<file path="src/design/sdtc_pkg.sv">
// shared types and constants of the serial drum transfer controller
// used by every module in this folder; no dependencies
package sdtc_pkg;

  // device codes of the instruction item
  localparam logic [1:0] DEV_MA   = 2'd0;  // device 60: memory address and direction
  localparam logic [1:0] DEV_SEC  = 2'd1;  // device 61: done skip, clear, load sector
  localparam logic [1:0] DEV_CONT = 2'd2;  // device 62: error skip, continue

  // item kinds
  localparam logic OP_IOT  = 1'b0;
  localparam logic OP_TICK = 1'b1;

  // pulse bits
  localparam logic [5:0] PULSE_LDMA_MASK  = 6'o27;
  localparam logic [5:0] PULSE_LDMA_MATCH = 6'o06;
  localparam logic [5:0] PULSE_DIR        = 6'o40;
  localparam logic [5:0] PULSE_SKIP       = 6'o01;
  localparam logic [5:0] PULSE_CLEAR      = 6'o02;
  localparam logic [5:0] PULSE_START      = 6'o04;

  // configuration register indexes
  localparam logic CFG_IDX_LOCK  = 1'b0;
  localparam logic CFG_IDX_LIMIT = 1'b1;

  localparam int unsigned CFG_W       = 32;
  localparam int unsigned LIMIT_W     = 17;
  localparam int unsigned ACC_W       = 18;
  localparam int unsigned DADDR_W     = 17;
  localparam int unsigned MADDR_W     = 16;
  localparam int unsigned LOCK_GROUPS = 32;
  localparam logic [LIMIT_W-1:0] LIMIT_RESET = 17'h10000;

  // transfer phase, one-hot
  typedef enum logic [2:0] {
    PH_IDLE = 3'b001,
    PH_WAIT = 3'b010,
    PH_XFER = 3'b100
  } phase_t;

  // one input item
  typedef struct packed {
    logic             op;
    logic [1:0]       iot_device;
    logic [5:0]       pulse;
    logic [ACC_W-1:0] acc;
  } in_item_t;

  // one result item
  typedef struct packed {
    logic               skip;
    logic               xfer_valid;
    logic               xfer_to_drum;
    logic [DADDR_W-1:0] drum_word_addr;
    logic [MADDR_W-1:0] mem_word_addr;
    logic               done_flag;
    logic               error_flag;
    logic               busy_res;
  } result_t;

endpackage

</file>
<file path="src/design/sdtc_in_stage.sv">
// input register of the drum controller: holds one accepted item
// depends on sdtc_pkg for the item type
module sdtc_in_stage (
  input  logic              clk,
  input  logic              rst_n,
  input  logic              in_valid,
  output logic              in_stall,
  input  sdtc_pkg::in_item_t in_item,
  input  logic              adv,
  output logic              s1_valid,
  output sdtc_pkg::in_item_t s1_item
);

  logic               s1_valid_r;
  logic               s1_valid_nxt;
  sdtc_pkg::in_item_t s1_item_r;
  logic               take;
  logic               load;

  // item leaves when the result side can take it
  assign take     = s1_valid_r & adv;
  assign in_stall = s1_valid_r & ~adv;
  assign load     = in_valid & ~in_stall;

  always_comb begin
    s1_valid_nxt = s1_valid_r;
    if (load) begin
      s1_valid_nxt = 1'b1;
    end else if (take) begin
      s1_valid_nxt = 1'b0;
    end
  end

  // valid flag
  always_ff @(posedge clk) begin
    if (!rst_n) begin
      s1_valid_r <= 1'b0;
    end else begin
      s1_valid_r <= s1_valid_nxt;
    end
  end

  // payload
  always_ff @(posedge clk) begin
    if (load) begin
      s1_item_r <= in_item;
    end
  end

  assign s1_valid = s1_valid_r;
  assign s1_item  = s1_item_r;

endmodule

</file>
<file path="src/design/sdtc_ctrl.sv">
// controller state and per-item work: instruction decode, rotation, transfer
// depends on sdtc_pkg for item, result and phase types
module sdtc_ctrl #(
  parameter int unsigned WORDS_PER_SECTOR  = 256,
  parameter int unsigned SECTORS_PER_TRACK = 2,
  parameter int unsigned TRACK_COUNT       = 256
) (
  input  logic                            clk,
  input  logic                            rst_n,
  input  logic                            cfg_we,
  input  logic                            cfg_index,
  input  logic [sdtc_pkg::CFG_W-1:0]      cfg_wdata,
  input  logic                            fire,
  input  sdtc_pkg::in_item_t              item,
  output sdtc_pkg::result_t               res
);

  localparam int unsigned WORDS_PER_TRACK = WORDS_PER_SECTOR * SECTORS_PER_TRACK;
  localparam int unsigned SECTOR_COUNT    = TRACK_COUNT * SECTORS_PER_TRACK;
  localparam int unsigned SEC_W = $clog2(SECTOR_COUNT);
  localparam int unsigned POS_W = $clog2(WORDS_PER_TRACK);
  localparam int unsigned WC_W  = $clog2(WORDS_PER_SECTOR);
  localparam int unsigned SUB_W = (SECTORS_PER_TRACK > 1) ? $clog2(SECTORS_PER_TRACK) : 1;
  localparam logic [SEC_W-1:0] SEC_LAST = SEC_W'(SECTOR_COUNT - 1);
  localparam logic [POS_W-1:0] POS_LAST = POS_W'(WORDS_PER_TRACK - 1);
  localparam logic [WC_W-1:0]  WC_LAST  = WC_W'(WORDS_PER_SECTOR - 1);
  localparam logic [SUB_W-1:0] SUB_LAST = SUB_W'(SECTORS_PER_TRACK - 1);

  // accumulator reduced by a constant modulus: a mask when it is a power of
  // two, otherwise a short chain of conditional subtracts of shifted multiples
  function automatic logic [sdtc_pkg::ACC_W-1:0] acc_mod(
    input logic [sdtc_pkg::ACC_W-1:0] v,
    input int unsigned                m
  );
    logic [2*sdtc_pkg::ACC_W-1:0] r;
    logic [2*sdtc_pkg::ACC_W-1:0] d;
    r = {{sdtc_pkg::ACC_W{1'b0}}, v};
    if ((m & (m - 1)) == 0) begin
      r = r & ((2*sdtc_pkg::ACC_W)'(m) - 1'b1);
    end else begin
      for (int k = sdtc_pkg::ACC_W - 1; k >= 0; k--) begin
        d = (2*sdtc_pkg::ACC_W)'(m) << k;
        if (r >= d) begin
          r = r - d;
        end
      end
    end
    return r[sdtc_pkg::ACC_W-1:0];
  endfunction

  // configuration registers
  logic [sdtc_pkg::CFG_W-1:0]   lock_mask_r;
  logic [sdtc_pkg::LIMIT_W-1:0] mem_limit_r;

  // controller state
  logic [SEC_W-1:0]             sector_r,  sector_nxt;
  logic [SUB_W-1:0]             sub_r,     sub_nxt;
  logic [sdtc_pkg::MADDR_W-1:0] maddr_r,   maddr_nxt;
  logic                         err_r,     err_nxt;
  logic                         done_r,    done_nxt;
  logic                         dir_r,     dir_nxt;
  logic [POS_W-1:0]             pos_r,     pos_nxt;
  sdtc_pkg::phase_t             phase_r,   phase_nxt;
  logic [WC_W-1:0]              wc_r,      wc_nxt;

  logic                         busy;
  logic [POS_W-1:0]             target;
  logic [WC_W-1:0]              wc_use;
  logic [31:0]                  daddr_full;
  logic [31:0]                  lock_grp;
  logic                         locked;
  logic                         in_xfer;
  logic [sdtc_pkg::ACC_W-1:0]   sec_ld;
  logic [sdtc_pkg::ACC_W-1:0]   sub_ld;

  assign busy   = (phase_r != sdtc_pkg::PH_IDLE);
  assign target = POS_W'(32'(sub_r) * WORDS_PER_SECTOR);
  assign sec_ld = acc_mod(item.acc, SECTOR_COUNT);
  assign sub_ld = acc_mod(item.acc, SECTORS_PER_TRACK);

  // drum address and lock lookup for the word that may move now
  assign daddr_full = 32'(sector_r) * WORDS_PER_SECTOR + 32'(wc_use);
  assign lock_grp   = 32'(sector_r) >> 4;
  assign locked     = (lock_grp < sdtc_pkg::LOCK_GROUPS) && lock_mask_r[lock_grp[4:0]];

  // next state and result of the item in hand
  always_comb begin
    sector_nxt = sector_r;
    sub_nxt    = sub_r;
    maddr_nxt  = maddr_r;
    err_nxt    = err_r;
    done_nxt   = done_r;
    dir_nxt    = dir_r;
    pos_nxt    = pos_r;
    phase_nxt  = phase_r;
    wc_nxt     = wc_r;
    wc_use     = wc_r;
    in_xfer    = 1'b0;
    res        = '0;

    if (item.op == sdtc_pkg::OP_IOT) begin
      case (item.iot_device)
        sdtc_pkg::DEV_MA: begin
          if ((item.pulse & sdtc_pkg::PULSE_LDMA_MASK) == sdtc_pkg::PULSE_LDMA_MATCH) begin
            maddr_nxt = item.acc[sdtc_pkg::MADDR_W-1:0];
            dir_nxt   = |(item.pulse & sdtc_pkg::PULSE_DIR);
          end
        end
        sdtc_pkg::DEV_SEC: begin
          res.skip = (|(item.pulse & sdtc_pkg::PULSE_SKIP)) & done_r;
          if (|(item.pulse & sdtc_pkg::PULSE_CLEAR)) begin
            done_nxt = 1'b0;
            err_nxt  = 1'b0;
          end
          if ((|(item.pulse & sdtc_pkg::PULSE_START)) && !busy) begin
            sector_nxt = sec_ld[SEC_W-1:0];
            sub_nxt    = sub_ld[SUB_W-1:0];
            phase_nxt  = sdtc_pkg::PH_WAIT;
            wc_nxt     = '0;
          end
        end
        sdtc_pkg::DEV_CONT: begin
          res.skip = (|(item.pulse & sdtc_pkg::PULSE_SKIP)) & ~err_r;
          if (|(item.pulse & sdtc_pkg::PULSE_START)) begin
            done_nxt = 1'b0;
            err_nxt  = 1'b0;
            if (!busy) begin
              phase_nxt = sdtc_pkg::PH_WAIT;
              wc_nxt    = '0;
            end
          end
        end
        default: begin
        end
      endcase
    end else begin
      // word-time tick: advance rotation, start or continue a sector
      pos_nxt = (pos_r == POS_LAST) ? '0 : pos_r + 1'b1;
      if (phase_r == sdtc_pkg::PH_WAIT && pos_nxt == target) begin
        in_xfer = 1'b1;
        wc_use  = '0;
      end else if (phase_r == sdtc_pkg::PH_XFER) begin
        in_xfer = 1'b1;
      end
      if (in_xfer) begin
        if (dir_r) begin
          if (locked) begin
            err_nxt = 1'b1;
          end else begin
            res.xfer_valid = 1'b1;
          end
        end else if ({1'b0, maddr_r} < mem_limit_r) begin
          res.xfer_valid = 1'b1;
        end
        if (res.xfer_valid) begin
          res.xfer_to_drum   = dir_r;
          res.drum_word_addr = daddr_full[sdtc_pkg::DADDR_W-1:0];
          res.mem_word_addr  = maddr_r;
        end
        maddr_nxt = maddr_r + 1'b1;
        if (wc_use == WC_LAST) begin
          sector_nxt = (sector_r == SEC_LAST) ? '0 : sector_r + 1'b1;
          sub_nxt    = (sub_r == SUB_LAST) ? '0 : sub_r + 1'b1;
          done_nxt   = 1'b1;
          phase_nxt  = sdtc_pkg::PH_IDLE;
          wc_nxt     = '0;
        end else begin
          phase_nxt = sdtc_pkg::PH_XFER;
          wc_nxt    = wc_use + 1'b1;
        end
      end
    end

    res.done_flag  = done_nxt;
    res.error_flag = err_nxt;
    res.busy_res   = (phase_nxt != sdtc_pkg::PH_IDLE);
  end

  // configuration writes
  always_ff @(posedge clk) begin
    if (!rst_n) begin
      lock_mask_r <= '0;
      mem_limit_r <= sdtc_pkg::LIMIT_RESET;
    end else if (cfg_we) begin
      if (cfg_index == sdtc_pkg::CFG_IDX_LOCK) begin
        lock_mask_r <= cfg_wdata;
      end else begin
        mem_limit_r <= cfg_wdata[sdtc_pkg::LIMIT_W-1:0];
      end
    end
  end

  // state update as the item passes to the result register
  always_ff @(posedge clk) begin
    if (!rst_n) begin
      sector_r <= '0;
      sub_r    <= '0;
      maddr_r  <= '0;
      err_r    <= 1'b0;
      done_r   <= 1'b0;
      dir_r    <= 1'b0;
      pos_r    <= '0;
      phase_r  <= sdtc_pkg::PH_IDLE;
      wc_r     <= '0;
    end else if (fire) begin
      sector_r <= sector_nxt;
      sub_r    <= sub_nxt;
      maddr_r  <= maddr_nxt;
      err_r    <= err_nxt;
      done_r   <= done_nxt;
      dir_r    <= dir_nxt;
      pos_r    <= pos_nxt;
      phase_r  <= phase_nxt;
      wc_r     <= wc_nxt;
    end
  end

endmodule

</file>
<file path="src/design/sdtc_out_stage.sv">
// result register of the drum controller with its valid flag
// depends on sdtc_pkg for the result type
module sdtc_out_stage (
  input  logic              clk,
  input  logic              rst_n,
  input  logic              load,
  input  sdtc_pkg::result_t res_in,
  input  logic              out_stall,
  output logic              adv,
  output logic              out_valid,
  output sdtc_pkg::result_t res_out
);

  logic              out_valid_r;
  logic              out_valid_nxt;
  sdtc_pkg::result_t res_r;

  // free when empty or when the held result is taken this cycle
  assign adv = ~out_valid_r | ~out_stall;

  always_comb begin
    out_valid_nxt = out_valid_r & out_stall;
    if (load) begin
      out_valid_nxt = 1'b1;
    end
  end

  // valid flag
  always_ff @(posedge clk) begin
    if (!rst_n) begin
      out_valid_r <= 1'b0;
    end else begin
      out_valid_r <= out_valid_nxt;
    end
  end

  // payload
  always_ff @(posedge clk) begin
    if (load) begin
      res_r <= res_in;
    end
  end

  assign out_valid = out_valid_r;
  assign res_out   = res_r;

endmodule

</file>
<file path="src/design/serial_drum_transfer_controller_core.sv">
// top level of the sector-addressed serial drum transfer controller
// depends on sdtc_pkg, sdtc_in_stage, sdtc_ctrl and sdtc_out_stage

// Takes one item per clock cycle unless the result side stalls, either an I/O
// instruction on devices 60..62 or one drum word-time tick, and returns exactly
// one result item for each. An accepted item is held in the input register,
// then the controller decodes it against its state and writes the result
// register; the state update and result register load happen in the same cycle,
// letting a new item enter every cycle. Ticks advance a rotation counter modulo
// one track; after a start the block waits for the sector's first word, then
// steps one word per tick through the sector, issuing a transfer command unless
// the write lock or memory limit refuses it, then bumps the sector and sets
// done. The user must write configuration (write lock mask, memory limit) only
// while no item is in flight; the block does not enforce it.
module serial_drum_transfer_controller_core #(
  parameter int unsigned WORDS_PER_SECTOR  = 256,
  parameter int unsigned SECTORS_PER_TRACK = 2,
  parameter int unsigned TRACK_COUNT       = 256
) (
  input  logic        clk,
  input  logic        rst_n,
  // configuration
  input  logic        cfg_we,
  input  logic        cfg_index,
  input  logic [31:0] cfg_wdata,
  // input channel
  input  logic        in_valid,
  output logic        in_stall,
  input  logic        in_op,
  input  logic [1:0]  in_iot_device,
  input  logic [5:0]  in_pulse,
  input  logic [17:0] in_acc,
  // result channel
  output logic        out_valid,
  input  logic        out_stall,
  output logic        out_skip,
  output logic        out_xfer_valid,
  output logic        out_xfer_to_drum,
  output logic [16:0] out_drum_word_addr,
  output logic [15:0] out_mem_word_addr,
  output logic        out_done_flag,
  output logic        out_error_flag,
  output logic        out_busy_res
);

  sdtc_pkg::in_item_t in_item;
  sdtc_pkg::in_item_t s1_item;
  sdtc_pkg::result_t  res_c;
  sdtc_pkg::result_t  res_q;
  logic               s1_valid;
  logic               adv;
  logic               fire;

  // pack the input item
  assign in_item.op         = in_op;
  assign in_item.iot_device = in_iot_device;
  assign in_item.pulse      = in_pulse;
  assign in_item.acc        = in_acc;

  assign fire = s1_valid & adv;

  sdtc_in_stage u_in (
    .clk      (clk),
    .rst_n    (rst_n),
    .in_valid (in_valid),
    .in_stall (in_stall),
    .in_item  (in_item),
    .adv      (adv),
    .s1_valid (s1_valid),
    .s1_item  (s1_item)
  );

  sdtc_ctrl #(
    .WORDS_PER_SECTOR  (WORDS_PER_SECTOR),
    .SECTORS_PER_TRACK (SECTORS_PER_TRACK),
    .TRACK_COUNT       (TRACK_COUNT)
  ) u_ctrl (
    .clk       (clk),
    .rst_n     (rst_n),
    .cfg_we    (cfg_we),
    .cfg_index (cfg_index),
    .cfg_wdata (cfg_wdata),
    .fire      (fire),
    .item      (s1_item),
    .res       (res_c)
  );

  sdtc_out_stage u_out (
    .clk       (clk),
    .rst_n     (rst_n),
    .load      (fire),
    .res_in    (res_c),
    .out_stall (out_stall),
    .adv       (adv),
    .out_valid (out_valid),
    .res_out   (res_q)
  );

  // unpack the result item
  assign out_skip           = res_q.skip;
  assign out_xfer_valid     = res_q.xfer_valid;
  assign out_xfer_to_drum   = res_q.xfer_to_drum;
  assign out_drum_word_addr = res_q.drum_word_addr;
  assign out_mem_word_addr  = res_q.mem_word_addr;
  assign out_done_flag      = res_q.done_flag;
  assign out_error_flag     = res_q.error_flag;
  assign out_busy_res       = res_q.busy_res;

`ifndef SYNTHESIS
  // transfer fields are zero when no word moves
  a_idle_fields_zero: assert property (@(posedge clk) disable iff (!rst_n)
    out_valid && !out_xfer_valid |->
      out_drum_word_addr == '0 && out_mem_word_addr == '0 && !out_xfer_to_drum)
    else $error("transfer fields set without a transfer");

  // the input side only stalls while its register holds an item
  a_stall_only_full: assert property (@(posedge clk) disable iff (!rst_n)
    in_stall |-> s1_valid)
    else $error("input stalled with an empty input register");

  // an item leaving the input register always shows up as a result
  a_fire_gives_result: assert property (@(posedge clk) disable iff (!rst_n)
    fire |=> out_valid)
    else $error("item processed but no result presented");

  // a skip is only ever requested by an instruction
  a_tick_no_skip: assert property (@(posedge clk) disable iff (!rst_n)
    fire && s1_item.op == sdtc_pkg::OP_TICK |=> !out_skip)
    else $error("skip raised on a tick");
`endif

endmodule
</file>
<file path="config.mk">
export PLATFORM = sky130hd
export DESIGN_NAME = serial_drum_transfer_controller_core
export DESIGN_NICKNAME = d
export VERILOG_FILES = /design/src/design/sdtc_pkg.sv /design/src/design/sdtc_in_stage.sv /design/src/design/sdtc_ctrl.sv /design/src/design/sdtc_out_stage.sv /design/src/design/serial_drum_transfer_controller_core.sv
export SDC_FILE = /design/constraint.sdc
export NUM_CORES = 1
export LEC_CHECK = 0
export ABC_CLOCK_PERIOD_IN_PS = 7360
export CAP_MARGIN = 10
export CORE_MARGIN = 3
export CORE_UTILIZATION = 25
export CTS_BUF_LIST = sky130_fd_sc_hd__clkbuf_8
export CTS_CLUSTER_DIAMETER = 30
export DETAILED_ROUTE_END_ITERATION = 10
export DONT_BUFFER_PORTS = 1
export SYNTH_ARGS = -nofsm -noshare
export SYNTH_HDL_FRONTEND = slang
export SYNTH_SLANG_ARGS = --single-unit
</file>
<file path="constraint.sdc">
create_clock -name clk -period 7.36 [get_ports clk]
set_input_delay 0.736 -clock clk [delete_from_list [all_inputs] [get_ports clk]]
set_output_delay 0.736 -clock clk [all_outputs]
set_load 0.02 [all_outputs]
</file>
---- Word level (Yosys, flattened, before mapping) ----
Index checks and enable logic that the tools add are counted.
operators by class
  reductions and logical operators ........ 20
  add/subtract/negate cells ............... 6
  equality and inequality tests ........... 16
  magnitude comparators ................... 3
  bitwise operators ....................... 14
  muxes and demuxes ....................... 61
operators with widths
  cell                                                    count
  2-to-1 mux 8 bit                                        9
  2-to-1 mux 16 bit                                       4
  2-to-1 mux 9 bit                                        7
  2-to-1 mux 1 bit                                        29
  adder 9 x 1 -> 9 bit (second input constant)            2
  equality test 9 bit (second input constant)             2
  2-to-1 mux 3 bit                                        6
  adder 17 x 8 -> 17 bit                                  1
  < comparator 16 x 17 -> 1 bit                           1
  adder 16 x 1 -> 16 bit (second input constant)          1
  one-hot mux 8 bit (2 select lines)                      1
  < comparator 5 x 6 -> 1 bit (second input constant)     2
  nonzero test 2 bit                                      5
  equality test 9 bit                                     1
  adder 8 x 1 -> 8 bit (second input constant)            1
  equality test 8 bit (second input constant)             1
  AND reduction 2 bit                                     4
  AND reduction 4 bit                                     2
  NOT 1 bit                                               7
  bitwise AND 1 bit                                       6
  inequality test 3 x 1 -> 1 bit (second input constant)  2
  inequality test 3 bit (second input constant)           2
  one-hot mux 1 bit (2 select lines)                      3
  one-hot mux 3 bit (2 select lines)                      1
  other kinds (17)                                        20
word-level totals
  output and inout port bits .............. 41
  flip-flop bits (word level) ............. 164
  input port bits ......................... 65
  logic and storage cells ................. 145

---- Depth between registers and ports, before layout ----
  depth in word-level cells ............... 11
  depth in mapped cells ................... 19

---- Cells and area by module ----
From an unflattened synthesis, not the netlist that was laid out.
unflattened totals
  cells, all modules ...................... 819
  area, all modules ....................... 7704.9 um2
modules (own cells, without submodules)
  module                                seq. area each (um2)  instances  cells an instance  area each (um2)
  sdtc_ctrl                             1961.9                1          744                5634.2
  sdtc_out_stage                        1191.1                1          43                 1206.2
  sdtc_in_stage                         830.8                 1          31                 858.3
  serial_drum_transfer_controller_core  0.0                   1          1                  6.3

---- Least setup slack after synthesis ----
No wires, ideal clock.
  path type ............................... register to register
  from .................................... reg u_ctrl.pos_r[1]
  to ...................................... reg u_ctrl.sub_r
  arrival ................................. 3781 ps
  setup slack ............................. 3478 ps
  stages on the path, launching flop included .. 20
  setup time .............................. 101 ps
  required time ........................... 7259 ps
  path through ............................ dfxtp_1 ha_1 clkbuf_1 nand3_1 nor2_1 and3_1 ha_1 xnor2_1 nand2_1 nor3_1 o21ai_0 and2_1 ha_1 nand3_1 nor3_2 a31o_2 o211ai_2 or2_1 buf_2 o41ai_1
between the ends
  longest elaborated chain between the ends .. 9
  elaborated cells on any way between the ends .. 13
  classes of those cells .................. add/sub (1); eq/ne (5); mux (5); reduce/logical (2)
RTL lines
  element                                                      line              source
  from (decl)                                                  sdtc_ctrl.sv:62   logic [POS_W-1:0] pos_r, pos_nxt;
  from (signal assigned)                                       sdtc_ctrl.sv:212  pos_r <= pos_nxt;
  adder 9 x 1 -> 9 bit or equality test 9 bit (tied branches)  sdtc_ctrl.sv:138  pos_nxt = (pos_r == POS_LAST) ? '0 : pos_r + 1'b1;
  2-to-1 mux 9 bit *                                           sdtc_ctrl.sv:138
  equality test 9 bit *                                        sdtc_ctrl.sv:139  if (phase_r == sdtc_pkg::PH_WAIT && pos_nxt == target) begin
  logical AND 1 bit *                                          sdtc_ctrl.sv:139
  2-to-1 mux 8 bit                                             sdtc_ctrl.sv:139
  2-to-1 mux 8 bit                                             sdtc_ctrl.sv:101  if (item.op == sdtc_pkg::OP_IOT) begin
  equality test 8 bit                                          sdtc_ctrl.sv:161  if (wc_use == WC_LAST) begin
  inequality test 2 x 1 -> 1 bit (no line)                     n/a
  AND reduction 5 bit (no line) *                              n/a
  to (signal assigned)                                         sdtc_ctrl.sv:207  sub_r <= sub_nxt;
  to (decl)                                                    sdtc_ctrl.sv:57   logic [SUB_W-1:0] sub_r, sub_nxt;
Every way passes the cells marked *; elsewhere a longest branch is shown, timed or not. The select of a mux whose other input is x is not followed.
A chain may end at the register's enable or synchronous reset.

---- Worst setup path after layout ----
  from .................................... reg u_ctrl.pos_r[0]
  to ...................................... reg u_ctrl.sub_r
The elaborated chain is that of the path after synthesis.

==> flow_summary.json <==
{
  "fin_crit_ns": 4.66,
  "fin_crit_sh_pct": 63.3,
  "grt_pass1_wl_um": 32900,
  "power_leakage_nw": 2.87,
  "stdcell_count": 1253,
  "drt_first_pass_iters": 5,
  "design_area_um2": 8550,
  "drc": 0,
  "grt_pass1_vias": 5796,
  "dieHeight_um": 183,
  "vias_per_cell": 4.93,
  "ys.flop_type": "dfxtp_1",
  "r2r_start": "u_ctrl.pos_r[0]",
  "worstSkewPairLatency_ns": 0.47,
  "ys_seq_elements": 163,
  "crit_path_start_kind": "register",
  "hold_slack_ns": 0.352,
  "nFillCells": 3233,
  "min_from": "in_acc[7]",
  "critPathCaptureType": "register",
  "cap_violations": 0,
  "nNetsFinal": 934,
  "antenna_left": 0,
  "worst_slack_ns": 2.70,
  "grt_max_degree": 76,
  "grt_overflow": 0,
  "tightest_slew_ns": 1.18,
  "fin_setup_tns_ns": 0,
  "port_buffers": 0,
  "final_common_cell": "nand2_1",
  "fmax_mhz": 215,
  "dieArea_um2": 33600,
  "drive_gt1_share_pct": 7.23,
  "worstPathMaxFanout": 14,
  "cts_buffer_depth": 2,
  "utilization_pct": 27.8,
  "ctsHoldBuffers": 0,
  "total_power_mw": 1.73,
  "dp_slack_ns": 2.74,
  "wl_um": 20800,
  "hp-class": "in -> reg",
  "reg2reg_depth": 16,
  "yosys.cell_types.count": 70,
  "start_util_pct": 25.5,
  "cts_resized": 0,
  "reg2reg_setup_slack_ns": 2.70,
  "mostFrequentLayoutCells": "175 x nand2_1, 100 x dfxtp_1, 79 x a21oi_1",
  "slew_headroom_pct": 21.3,
  "setup_violations": 0,
  "syn-num-nets": 962,
  "cts_max_level": 4,
  "r2r_end": "u_ctrl.sub_r",
  "worstSetupPathType": "reg -> reg",
  "post_cts_buffers": 0,
  "ys_seq_area_share_pct": 49.6,
  "cts_root_buffer": "clkbuf_8",
  "placed_area_um2": 8170,
  "placed_cells": 1220,
  "synth_enable_flop_cells": 63,
  "antennaDiodeCount": 0,
  "skew_ns": 0.0182,
  "status": "completed",
  "crit_required_ns": 7.73,
  "avgSynthCellArea_um2": 9.00,
  "drv_slew": 0,
  "cts_tree": "built",
  "drt_iter0_markers": 523,
  "vias": 6176,
  "powerDensity_nw_per_um2": 202,
  "numCtsBuffers": 17,
  "rsz0062_at_grt": "no",
  "synth_top_area_share_pct": 25.5,
  "ys_top_cells_by_area": "dfxtp_1 26%, edfxtp_1 24%, nand2_1 8.4%",
  "wl_per_cell_um": 16.6,
  "dpl.hpwl_um": 14600,
  "arrival_ns": 5.02,
  "path_clk_slew_ns": 0.09,
  "antenna_found_initial": 3,
  "finalWeightedCongestion": 0.865,
  "track_usage_pct": 12.4,
  "hold_violations": 0,
  "rows": 64,
  "postSynthCellCount": 872,
  "ioPinCount": 106,
  "yosys_warnings": 0,
  "holdPathEnd": "u_in.s1_item[7]",
  "clock-sinks": 163,
  "postSynth.asyncResetShare_pct": 0,
  "peakVddDrop_uv": 76.5,
  "synthesis.area_um2": 7850,
  "area_delta_synth_final_pct": 8.98,
  "coreArea_um2": 30700,
  "min_path_cells": 0,
  "synth_top_area_cell": "dfxtp_1",
  "die_width_um": 183
}
==> final cells by class <==
cell class	instances	area, um^2	share of cell area [%]
sequential	163	3890	45.5
timing repair buffer	8	57.6	0.673
clock inverter	15	143	1.67
clock buffer	17	234	2.74
inverter	37	139	1.62
multi-input combinational	617	3590	42.0
tap	396	495	5.79
==> state kept, by name, summed over array words and instances, names as in the netlist <==
register            count
u_ctrl.phase_r          3
u_ctrl.mem_limit_r     17
u_in.s1_valid           1
u_ctrl.done_r           1
u_ctrl.lock_mask_r     32
u_ctrl.sub_r            1
u_ctrl.pos_r            9
u_out.out_valid         1
u_ctrl.err_r            1
u_ctrl.wc_r             8
u_ctrl.sector_r         9
u_in.s1_item           24
u_ctrl.dir_r            1
u_out.res_out          39
u_ctrl.maddr_r         16
==> worst max path at each step <==
stage,start,end,slack [ns],cells past startpoint
floorplan,u_ctrl.pos_r[1],u_ctrl.sub_r,3.48,19
global placement,u_ctrl.pos_r[0],u_ctrl.sub_r,2.87,16
detailed placement,u_ctrl.pos_r[0],u_ctrl.sub_r,2.74,16
CTS,u_ctrl.pos_r[0],u_ctrl.sub_r,2.71,16
global route,u_ctrl.pos_r[0],u_ctrl.sub_r,2.33,16
finish,u_ctrl.pos_r[0],u_ctrl.sub_r,2.70,16
==> power breakdown <==
part           total (mW)  leakage [nW]  internal [mW]  switching, mW
Combinational      0.0991          1.26         0.0301         0.0690
Sequential          0.996          1.42          0.967         0.0288
Clock               0.636         0.194          0.298          0.338
==> cells by family after synthesis <==
| logic type | Yosys count | synth area share (%) |
|---|---|---|
| AOI/OAI and AO/OA | 205 | 16.4 |
| xor gates and xnor gates | 3 | 0.335 |
| adders and majority gates | 25 | 3.99 |
| buffers and inverters | 92 | 4.75 |
| DFF | 163 | 49.6 |
| muxes | 19 | 3.14 |
| and+or+nand+nor | 365 | 21.7 |
==> cells in the mapped netlist (all sizes together) (8+ instances only) <==
master / count
nand2: 175
dfxtp: 100
a21oi: 80
edfxtp: 63
nor2: 51
clkbuf: 39
o21ai: 38
inv: 36
nor3: 27
ha: 25
nand3: 25
and2: 24
buf: 16
a211oi: 11
a31oi: 11
nand4: 11
nor2b: 11
o22ai: 11
mux2i: 10
o31ai: 8
==> per-layer routing <==
layer,GRT usage [%],share of wire [%]
met1,16.4,46
met2,19.5,47
met3,3.73,5.8
met4,4.02,1.8
met5,0,0.10
==> critical path: stages (launching register included) <==
cell and delay [ns]:
dfxtp_1 0.41, ha_1 0.33, nand3_1 0.13, nor2_1 0.07
and3_1 0.19, ha_1 0.36, nor4_1 0.50, nor3_1 0.08
o21ai_0 0.25, and2_1 0.21, ha_1 0.21, nand3_1 0.17
nor3_2 0.39, a31o_2 0.34, o211ai_2 0.19, or2_1 0.42
o41ai_1 0.33
Note: power is estimated with default switching activity, not from simulation.
